**src/rtl/core/imhdk_pkg.sv**
```systemverilog
package imhdk_pkg;

    localparam int CAPACITY = 1024;
    localparam int SLOT_W = $clog2(CAPACITY);
    localparam int CNT_W = $clog2(CAPACITY + 1);
    localparam int CHILD_W = SLOT_W + 1;
    localparam int ID_W = 10;
    localparam int KEY_W = 31;
    localparam int NUM_IDS = 1 << ID_W;
    localparam int CMD_W = 2;
    localparam int STATUS_W = 2;
    localparam int ENTRY_COUNT_W = 11;

    typedef logic [SLOT_W-1:0] slot_t;
    typedef logic [CNT_W-1:0] cnt_t;
    typedef logic [CHILD_W-1:0] child_t;
    typedef logic [ID_W-1:0] id_t;
    typedef logic [KEY_W-1:0] key_t;

    typedef enum logic [CMD_W-1:0] {
        CMD_LOAD     = 2'd0,
        CMD_EXTRACT  = 2'd1,
        CMD_DECREASE = 2'd2
    } cmd_e;

    typedef enum logic [STATUS_W-1:0] {
        ST_OK    = 2'd0,
        ST_EMPTY = 2'd1,
        ST_FULL  = 2'd2
    } status_e;

    typedef struct packed {
        id_t  id;
        key_t key;
    } entry_t;

    typedef struct packed {
        logic   en;
        slot_t  addr;
        entry_t data;
    } heap_wr_t;

    typedef struct packed {
        logic  en;
        id_t   addr;
        slot_t data;
    } pos_wr_t;

    typedef struct packed {
        id_t                      id;
        key_t                     key;
        logic                     was_member;
        logic [STATUS_W-1:0]      status;
        logic [ENTRY_COUNT_W-1:0] entry_count;
    } result_t;

    function automatic slot_t parent_of(slot_t s);
        slot_t d;
        d = s - slot_t'(1);
        return d >> 1;
    endfunction

    function automatic child_t left_of(slot_t s);
        return {s, 1'b1};
    endfunction

endpackage

```
**src/rtl/core/imhdk_seq.sv**
```systemverilog
module imhdk_seq (
    input  logic                                clk,
    input  logic                                rst_n,
    input  logic                                in_valid,
    output logic                                in_stall,
    input  logic [imhdk_pkg::CMD_W-1:0]         cmd,
    input  imhdk_pkg::id_t                      item_id,
    input  imhdk_pkg::key_t                     new_key,
    output imhdk_pkg::heap_wr_t                 heap_wr,
    output imhdk_pkg::slot_t                    heap_rd_a_addr,
    output imhdk_pkg::slot_t                    heap_rd_b_addr,
    input  imhdk_pkg::entry_t                   heap_rd_a,
    input  imhdk_pkg::entry_t                   heap_rd_b,
    output imhdk_pkg::pos_wr_t                  pos_wr,
    output imhdk_pkg::id_t                      pos_rd_addr,
    input  imhdk_pkg::slot_t                    pos_rd,
    output logic                                res_valid,
    input  logic                                res_ready,
    output imhdk_pkg::result_t                  res
);

    typedef enum logic [5:0] {
        S_IDLE = 6'b000001,
        S_POS  = 6'b000010,
        S_MEM  = 6'b000100,
        S_UP   = 6'b001000,
        S_DN   = 6'b010000,
        S_DONE = 6'b100000
    } state_t;

    state_t                            state_reg, state_next;
    logic [imhdk_pkg::CMD_W-1:0]       cmd_reg, cmd_next;
    imhdk_pkg::id_t                    id_reg, id_next;
    imhdk_pkg::key_t                   key_reg, key_next;
    imhdk_pkg::cnt_t                   count_reg, count_next;
    imhdk_pkg::slot_t                  slot_reg, slot_next;
    imhdk_pkg::entry_t                 mov_reg, mov_next;
    imhdk_pkg::entry_t                 top_reg, top_next;
    imhdk_pkg::entry_t                 last_reg, last_next;
    logic                              member_reg, member_next;
    logic [imhdk_pkg::STATUS_W-1:0]    status_reg, status_next;
    imhdk_pkg::id_t                    res_id_reg, res_id_next;
    imhdk_pkg::key_t                   res_key_reg, res_key_next;

    imhdk_pkg::slot_t                  last_slot;
    logic                              member;
    logic                              full;
    imhdk_pkg::child_t                 left_c, right_c;
    logic                              left_ok, right_ok;
    logic                              pick_l, pick_r;
    imhdk_pkg::key_t                   best_key;
    imhdk_pkg::child_t                 left_n, right_n;

    always_ff @(posedge clk or negedge rst_n)
    begin
        if (!rst_n)
        begin
            state_reg <= S_IDLE;
            count_reg <= '0;
        end
        else
        begin
            state_reg <= state_next;
            count_reg <= count_next;
        end
    end

    always_ff @(posedge clk)
    begin
        cmd_reg     <= cmd_next;
        id_reg      <= id_next;
        key_reg     <= key_next;
        slot_reg    <= slot_next;
        mov_reg     <= mov_next;
        top_reg     <= top_next;
        last_reg    <= last_next;
        member_reg  <= member_next;
        status_reg  <= status_next;
        res_id_reg  <= res_id_next;
        res_key_reg <= res_key_next;
    end

    assign last_slot = imhdk_pkg::slot_t'(count_reg - imhdk_pkg::cnt_t'(1));
    assign member    = (imhdk_pkg::cnt_t'(pos_rd) < count_reg) && (heap_rd_a.id == id_reg);
    assign full      = count_reg >= imhdk_pkg::cnt_t'(imhdk_pkg::CAPACITY);

    assign left_c   = imhdk_pkg::left_of(slot_reg);
    assign right_c  = left_c + imhdk_pkg::child_t'(1);
    assign left_ok  = left_c < imhdk_pkg::child_t'(count_reg);
    assign right_ok = right_c < imhdk_pkg::child_t'(count_reg);
    assign pick_l   = left_ok && (heap_rd_a.key < mov_reg.key);
    assign best_key = pick_l ? heap_rd_a.key : mov_reg.key;
    assign pick_r   = right_ok && (heap_rd_b.key < best_key);

    always_comb
    begin
        state_next   = state_reg;
        cmd_next     = cmd_reg;
        id_next      = id_reg;
        key_next     = key_reg;
        count_next   = count_reg;
        slot_next    = slot_reg;
        mov_next     = mov_reg;
        top_next     = top_reg;
        last_next    = last_reg;
        member_next  = member_reg;
        status_next  = status_reg;
        res_id_next  = res_id_reg;
        res_key_next = res_key_reg;
        heap_wr      = '0;
        pos_wr       = '0;

        case (state_reg)
            S_IDLE:
            begin
                if (in_valid)
                begin
                    cmd_next   = cmd;
                    id_next    = item_id;
                    key_next   = new_key;
                    state_next = S_POS;
                end
            end
            S_POS:
            begin
                top_next   = heap_rd_a;
                last_next  = heap_rd_b;
                state_next = S_MEM;
            end
            S_MEM:
            begin
                member_next  = member;
                status_next  = imhdk_pkg::ST_OK;
                res_id_next  = '0;
                res_key_next = '0;
                state_next   = S_DONE;
                case (cmd_reg)
                    imhdk_pkg::CMD_LOAD:
                    begin
                        if (!member)
                        begin
                            if (full)
                            begin
                                status_next = imhdk_pkg::ST_FULL;
                            end
                            else
                            begin
                                slot_next  = imhdk_pkg::slot_t'(count_reg);
                                count_next = count_reg + imhdk_pkg::cnt_t'(1);
                                mov_next   = '{id: id_reg, key: key_reg};
                                state_next = S_UP;
                            end
                        end
                    end
                    imhdk_pkg::CMD_EXTRACT:
                    begin
                        if (count_reg == '0)
                        begin
                            status_next = imhdk_pkg::ST_EMPTY;
                        end
                        else
                        begin
                            res_id_next  = top_reg.id;
                            res_key_next = top_reg.key;
                            pos_wr       = '{en: 1'b1, addr: top_reg.id, data: last_slot};
                            count_next   = count_reg - imhdk_pkg::cnt_t'(1);
                            mov_next     = last_reg;
                            slot_next    = '0;
                            state_next   = S_DN;
                        end
                    end
                    imhdk_pkg::CMD_DECREASE:
                    begin
                        if (member)
                        begin
                            slot_next  = pos_rd;
                            mov_next   = '{id: id_reg, key: key_reg};
                            state_next = S_UP;
                        end
                    end
                    default:
                    begin
                    end
                endcase
            end
            S_UP:
            begin
                if ((slot_reg != '0) && (mov_reg.key < heap_rd_a.key))
                begin
                    heap_wr   = '{en: 1'b1, addr: slot_reg, data: heap_rd_a};
                    pos_wr    = '{en: 1'b1, addr: heap_rd_a.id, data: slot_reg};
                    slot_next = imhdk_pkg::parent_of(slot_reg);
                end
                else
                begin
                    heap_wr    = '{en: 1'b1, addr: slot_reg, data: mov_reg};
                    pos_wr     = '{en: 1'b1, addr: mov_reg.id, data: slot_reg};
                    state_next = S_DONE;
                end
            end
            S_DN:
            begin
                if (pick_r)
                begin
                    heap_wr   = '{en: 1'b1, addr: slot_reg, data: heap_rd_b};
                    pos_wr    = '{en: 1'b1, addr: heap_rd_b.id, data: slot_reg};
                    slot_next = imhdk_pkg::slot_t'(right_c);
                end
                else if (pick_l)
                begin
                    heap_wr   = '{en: 1'b1, addr: slot_reg, data: heap_rd_a};
                    pos_wr    = '{en: 1'b1, addr: heap_rd_a.id, data: slot_reg};
                    slot_next = imhdk_pkg::slot_t'(left_c);
                end
                else
                begin
                    heap_wr    = '{en: 1'b1, addr: slot_reg, data: mov_reg};
                    pos_wr     = '{en: 1'b1, addr: mov_reg.id, data: slot_reg};
                    state_next = S_DONE;
                end
            end
            S_DONE:
            begin
                if (res_ready)
                begin
                    state_next = S_IDLE;
                end
            end
            default:
            begin
                state_next = S_IDLE;
            end
        endcase
    end

    // read ahead for the next level while the current one is written back
    assign left_n  = imhdk_pkg::left_of(slot_next);
    assign right_n = left_n + imhdk_pkg::child_t'(1);

    always_comb
    begin
        if (state_reg == S_IDLE)
        begin
            heap_rd_a_addr = '0;
            heap_rd_b_addr = last_slot;
        end
        else if (state_reg == S_POS)
        begin
            heap_rd_a_addr = pos_rd;
            heap_rd_b_addr = last_slot;
        end
        else if (state_next == S_DN)
        begin
            heap_rd_a_addr = imhdk_pkg::slot_t'(left_n);
            heap_rd_b_addr = imhdk_pkg::slot_t'(right_n);
        end
        else
        begin
            heap_rd_a_addr = imhdk_pkg::parent_of(slot_next);
            heap_rd_b_addr = imhdk_pkg::slot_t'(right_n);
        end
    end

    assign pos_rd_addr = (state_reg == S_IDLE) ? item_id : id_reg;
    assign in_stall    = state_reg != S_IDLE;
    assign res_valid   = state_reg == S_DONE;

    assign res.id          = res_id_reg;
    assign res.key         = res_key_reg;
    assign res.was_member  = member_reg;
    assign res.status      = status_reg;
    assign res.entry_count = imhdk_pkg::ENTRY_COUNT_W'(count_reg);

endmodule

```
**config.mk**
```make
export PLATFORM = sky130hd
export DESIGN_NAME = imhdk_seq
export DESIGN_NICKNAME = d
export VERILOG_FILES = /design/src/rtl/core/imhdk_pkg.sv /design/src/rtl/core/imhdk_seq.sv
export SDC_FILE = /design/constraint.sdc
export NUM_CORES = 1
export LEC_CHECK = 0
export BUFFER_PORTS_ARGS = -buffer_cell sky130_fd_sc_hd__buf_2
export CAP_MARGIN = 5
export CORE_UTILIZATION = 40
export CTS_CLUSTER_DIAMETER = 100
export DETAILED_ROUTE_END_ITERATION = 10
export GPL_TIMING_DRIVEN = 0
export PLACE_DENSITY = 0.66
export SYNTH_ARGS = -nofsm -noshare
export SYNTH_HDL_FRONTEND = slang
export SYNTH_SLANG_ARGS = --single-unit
```
**constraint.sdc**
```tcl
create_clock -name clk -period 16 [get_ports clk]
set_clock_uncertainty 0.15 [all_clocks]
set_input_delay 3.2 -clock clk [delete_from_list [all_inputs] [get_ports clk]]
set_output_delay 3.2 -clock clk [all_outputs]
set_load 0.01 [all_outputs]
```
==> flow_summary_export.csv, run 1 <==
group,metric,value,unit
worst_setup_path,crit_path_start_kind,"input pin",
routing,drt_wl_total,48200,um
layout,final_nets,1932,
sta,tightest_slew,1.40,ns
global_route,grt_start_max_net_pins,45,
layout,n_fill_cell,3228,
logic_synthesis,synth_ff_type,"edfxtp_1",
sta,finalHoldViolCount,0,
status,status,"complete, no violations",
clock_tree,ctsHoldBuffers,0,
worst_setup_path,cp_max_fo,10,
logic_synthesis,synth-edff-count,210,
pwr,p_leak,7.48,nW
clock_tree,cts_inserted_buffers,29,
sta,rsz0062_at_grt,"false",
logic_synthesis,async_reset_ff_share,7.17,%
sta,fin_crit_sh,91.5,%
layout,final_area,17400,um^2
worst_setup_path,cp.arrival,11.29,ns
global_route,grt_pass1_vias,11700,
logic_synthesis,ys_seq_area_share,48.9,%
die,rows,68,
routing,drc,0,
die,die_height,190,um
global_route,grt_overflow,0,
logic_synthesis,avgSynthCellArea,10.4,um^2
logic_synthesis,synth_area,14200,um^2
sta,setup_violations,0,
worst_setup_path,cp.required,12.65,ns
routing,vias_per_cell,5.67,
clock_tree,clk_pin_slew,0.05,ns
die,ios,299,
logic_synthesis,ys_warn_count,0,
logic_synthesis,synth_most_common_cell,"edfxtp_1",
clock_tree,cts_tree,"done",
clock_tree,clk_latency,0.55,ns
placed_design,io_buffers,298,
routing,drt_iter0_drc,1056,
worst_setup_path,cp-end-kind,"primary output",
routing,first_pass_iters,6,
placed_design,hpwlAfterDp,36600,um
clock_tree,clock_path_buffers,3,
logic_synthesis,synth_top_area_cell,"edfxtp_1",
die,die_w,190,um
logic_synthesis,postSynthCellCount,1363,
clock_tree,h-tree-depth,1,
clock_tree,clock_sinks,237,
layout,regArea,6930,um^2
sta,fmax,0.0683,GHz
pwr,power_density,133,nW/um^2
worst_setup_path,path_class,"in2out",
global_route,grt_pass1_wl,70600,um
routing,ant_nets,0,
logic_synthesis,yosys_register_bits,237,
sta,relSlewSlack,6.45,%
clock_tree,cts_resized,0,
global_route,grt_antenna_before_repair,7,
placed_design,place_area,16300,um^2
logic_synthesis,postSynthNetCount,1598,
die,initial_core_util,40.8,%
layout,areaGrowthSynthToFinish,22.4,%
sta,finalCriticalPeriod,14.64,ns
die,die_area,36200,um^2
clock_tree,post_cts_buffers,0,
logic_synthesis,synthTopCellsByArea,"edfxtp_1 44%, ha_1 8.5%, nand2_1 4.6%, a21oi_1 3.5%, mux2i_1 3.3%",
sta,finalMaxSlewViolations,0,
die,core_area,34700,um^2
routing,wire_per_inst,22.1,um
logic_synthesis,ys_types,79,
placed_design,gp_congestion,0.926,
flow_run,maxCapViolCount,0,
sta,setup_tns,0,ns
logic_synthesis,netlist_top_cells_count,"210 x edfxtp_1, 172 x nand2_1, 98 x a21oi_1, 96 x ha_1, 89 x nor2_1",
routing,vias,12300,
logic_synthesis,yosys.area.top_type_share,44.5,%
global_route,grtUsageTotal,26.1,%
worst_hold_path,hold_class,"reg2reg",
pwr,ir_drop,0.0000953,V
clock_tree,clock-root-buffer,"clkbuf_16",
layout,multi_input_area,6720,um^2
layout,drive_gt1_share,23.5,%
## logic make-up (layout without fill, tap and decap cells)
group / after synthesis / in the layout / share of synthesized area [%]
multiplexers: 60 / 60 / 4.35
XOR/XNOR: 53 / 53 / 3.27
other: 0 / 5 / 0
buffers and inverters: 139 / 494 / 3.82
AO/OA/AOI/OAI: 339 / 339 / 16.3
flip-flops: 237 / 237 / 48.9
AND/OR/NAND/NOR: 439 / 439 / 14.9
adder cells (fa/ha/maj): 96 / 96 / 8.47
## layer usage
metal | share of wire, % | track usage [%] | vias to the layer above
met3 | 8.4 | 4.64 | 96
met5 | 0.056 | 0 | -
li1 | - | - | 5727
met2 | 47 | 42.1 | 617
met1 | 41 | 34.8 | 5895
met4 | 3.5 | 10.4 | 4
## area by class of cell
| type | instances | share of cell area, % |
|---|---|---|
| Clock buffer | 33 | 4.27 |
| Antenna cell | 5 | 0.0721 |
| Multi-Input combinational cell | 987 | 38.7 |
| Clock inverter | 19 | 1.51 |
| Tap cell | 455 | 3.28 |
| Sequential cell | 237 | 39.9 |
| Timing Repair Buffer | 303 | 9.10 |
| Inverter | 65 | 1.42 |
| Buffer | 74 | 1.72 |
## power breakdown
part	leakage [nW]	total, W	internal [W]	switching (W)
Sequential	2.21	0.000836	0.000793	0.0000431
Combinational	4.78	0.000778	0.000274	0.000504
Clock	0.485	0.000694	0.000429	0.000265
Total	7.48	0.00231	0.00150	0.000812
## path summary, 6_finish.rpt
check	startpoint	endpoint	slack [ns]	cells past startpoint
setup / recovery	heap_rd_a[29]	heap_wr[0]	1.36	23
hold / removal	last_reg[5]	mov_reg[5]	0.35	2
setup reg to reg	slot_reg[0]	slot_reg[3]	8.88	19
hold reg to reg	last_reg[5]	mov_reg[5]	0.35	2
max in group asynchronous	rst_n	state_reg[0]	12.94	1
min in group asynchronous	rst_n	count_reg[9]	2.43	1
## placed cells by master, fill, tap and decap left out, drive strengths merged, types with 16 or more instances in the layout
cell type  count
a21o          19
a21oi         98
a22oi         48
and2          56
buf          319
clkbuf        91
dfrtp         16
edfxtp       210
ha            96
inv           67
mux2i         47
nand2        172
nand3         22
nand4         24
nor2          90
nor3          21
o21ai         74
xnor2         33
xor2          20
## metrics by stage
step	util (%)	power (W)	hold WS (ns)	setup WS, ns	cells
3_5_place_dp	47.1	0.00161	0.345	1.60	2121
6_report	50.0	0.00231	0.354	1.36	2178
4_1_cts	50.0	0.00231	0.356	1.59	2173
2_1_floorplan	-	0.00132	0.334	4.09	1363
3_3_place_gp	46.8	0.00160	0.339	1.73	2116
5_1_grt	50.0	0.00242	0.370	1.16	2178
## worst max-delay path, stage by stage
cell	delay [ns]
buf_2	0.14
inv_1	0.05
ha_1	0.32
nand4_1	0.23
nor4_1	0.59
nand2_1	0.14
and3b_1	0.22
o21ai_0	0.07
clkbuf_1	0.53
clkbuf_1	0.75
mux2i_1	0.33
ha_1	0.28
a21oi_1	0.26
o22ai_1	0.11
a2111oi_0	0.47
nand4_1	0.54
nor2_2	0.53
clkbuf_1	0.57
clkbuf_1	0.59
buf_1	0.61
a21oi_1	0.15
o21ai_0	0.37
buf_2	0.21
Note: power is estimated with default switching activity, not from simulation.
==> run 2: changes to the inputs <==
CTS_BUF_LIST = sky130_fd_sc_hd__clkbuf_16   (was unset)
==> flow_summary_export.csv, run 2 (same netlist as run 1, synthesis figures left out) <==
group,metric,value,unit
clock_tree,cts_resized,0,
routing,vias_per_cell,5.66,
sta,hold_ws,0.354,ns
sta,fin_crit_sh,91.7,%
clock_tree,clock_path_buffers,3,
worst_hold_path,worst_hold_path.num_cells,2,
clock_tree,clock-root-buffer,"clkbuf_16",
sta,setup_tns,0,ns
pwr,power_frac_comb,33.7,%
layout,drive_gt1_share,23.5,%
global_route,grtUsageTotal,26.1,%
pwr,ir_drop,0.0000951,V
sta,finalHoldViolCount,0,
clock_tree,clk_latency,0.56,ns
worst_setup_path,reg2reg_slack,8.90,ns
die,initial_core_util,40.8,%
status,status,"complete, no violations",
placed_design,gp_congestion,0.926,
worst_setup_path,cp-end-kind,"primary output",
worst_setup_path,r2r-end,"slot_reg[3]",
worst_setup_path,r2r_start,"slot_reg[0]",
die,rows,68,
layout,multi_input_area,6720,um^2
layout,n_fill_cell,3228,
sta,finalMaxSlewViolations,0,
placed_design,hpwlAfterDp,36600,um
sta,setup_slack,1.33,ns
pwr,seqPwrFrac,36.3,%
worst_setup_path,path_class,"in2out",
pwr,p_sw,0.000813,W
layout,final_nets,1932,
die,core_area,34700,um^2
routing,drt_iter0_drc,1079,
global_route,grt_pass1_wl,70600,um
pwr,p_clk_share,30.0,%
pwr,swShare,35.2,%
layout,final_cell_mix,"304 x buf_2, 210 x edfxtp_1, 172 x nand2_1",
placed_design,io_buffers,298,
clock_tree,clock_sinks,237,
die,die_height,190,um
clock_tree,h-tree-depth,1,
placed_design,dp_slack,1.60,ns
sta,fmax,0.0682,GHz
pwr,power_density,133,nW/um^2
worst_setup_path,cp.arrival,11.32,ns
clock_tree,cts_inserted_buffers,29,
global_route,grt_overflow,0,
pwr,p_int,0.00149,W
global_route,grt_pass1_vias,11700,
routing,drc,0,
layout,layout_commonest_cell,"buf_2",
sta,tightest_slew,1.37,ns
layout,final_util,50.0,%
sta,finalCriticalPeriod,14.67,ns
global_route,grt_start_max_net_pins,45,
worst_setup_path,cp_max_fo,10,
routing,drt_wl_total,48200,um
clock_tree,clk_pin_slew,0.05,ns
pwr,p_leak,7.50,nW
worst_hold_path,hold_path_end,"mov_reg[5]",
flow_run,maxCapViolCount,0,
clock_tree,ctsHoldBuffers,0,
routing,wire_per_inst,22.1,um
sta,relSlewSlack,8.54,%
layout,regArea,6930,um^2
global_route,grt_antenna_before_repair,7,
routing,ant_nets,0,
routing,first_pass_iters,6,
sta,rsz0062_at_grt,"false",
die,ios,299,
clock_tree,post_cts_buffers,0,
worst_setup_path,crit_path_start_kind,"input pin",
layout,areaGrowthSynthToFinish,22.4,%
worst_hold_path,holdCritStartpoint,"last_reg[5]",
clock_tree,cts_tree,"done",
sta,setup_violations,0,
routing,vias,12300,
worst_setup_path,cp.required,12.65,ns
die,die_area,36200,um^2
worst_hold_path,hold_class,"reg2reg",
die,die_w,190,um
worst_setup_path,worstRegToRegCells,19,
[run 2: worst max path at each step]
stage | start | to | slack, ns | cells after the start
final | heap_rd_a[29] | heap_wr[0] | 1.33 | 23
after global routing | heap_rd_a[29] | heap_wr[0] | 1.16 | 23
after CTS | heap_rd_a[29] | heap_wr[0] | 1.59 | 23
after detailed placement | heap_rd_a[29] | heap_wr[0] | 1.60 | 23
after global placement | heap_rd_a[29] | heap_wr[0] | 1.73 | 23
after floorplan | heap_rd_a[2] | heap_rd_a_addr[7] | 4.09 | 24
[run 2: per-stage QoR]
step	cells	area, um^2	power [W]
after global routing	2178	17400	0.00241
final	2178	17400	0.00231
after detailed placement	2121	16300	0.00161
after global placement	2116	16200	0.00160
after floorplan	1363	14200	0.00132
after CTS	2173	17300	0.00230
[run 2: layer usage]
layer  track usage, %  wire length, um  vias to the layer above
li1                 -                -                     5726
met1             34.8            20000                     5903
met2             42.1            22500                      615
met3             4.64             4120                       86
met4             10.4             1590                        4
met5                0               27                        -
[run 2: area by class of cell]
class | count | share of cell area [%]
clock inverters | 23 | 1.59
well taps | 455 | 3.28
repair buffers | 303 | 9.10
plain buffers | 74 | 1.72
flip-flops and latches | 237 | 39.9
diodes | 5 | 0.0721
clock buffers | 29 | 4.18
inverters | 65 | 1.42
multi-input cells | 987 | 38.7
[run 2: worst max-delay path: stages]
cell,delay (ns)
buf_2,0.14
inv_1,0.06
ha_1,0.32
nand4_1,0.22
nor4_1,0.59
nand2_1,0.14
and3b_1,0.22
o21ai_0,0.07
clkbuf_1,0.54
clkbuf_1,0.75
mux2i_1,0.33
ha_1,0.28
a21oi_1,0.26
o22ai_1,0.11
a2111oi_0,0.47
nand4_1,0.55
nor2_2,0.53
clkbuf_1,0.58
clkbuf_1,0.59
buf_1,0.61
a21oi_1,0.15
o21ai_0,0.37
buf_2,0.21
[run 2: power by group through the flow]
stage                     combinational, W  sequential, W  clock [W]
after CTS                         0.000767       0.000835   0.000702
after global routing              0.000844       0.000843   0.000726
final                             0.000777       0.000836   0.000692
after floorplan                   0.000481       0.000842          0
after detailed placement          0.000763       0.000848          0
after global placement            0.000743       0.000857          0
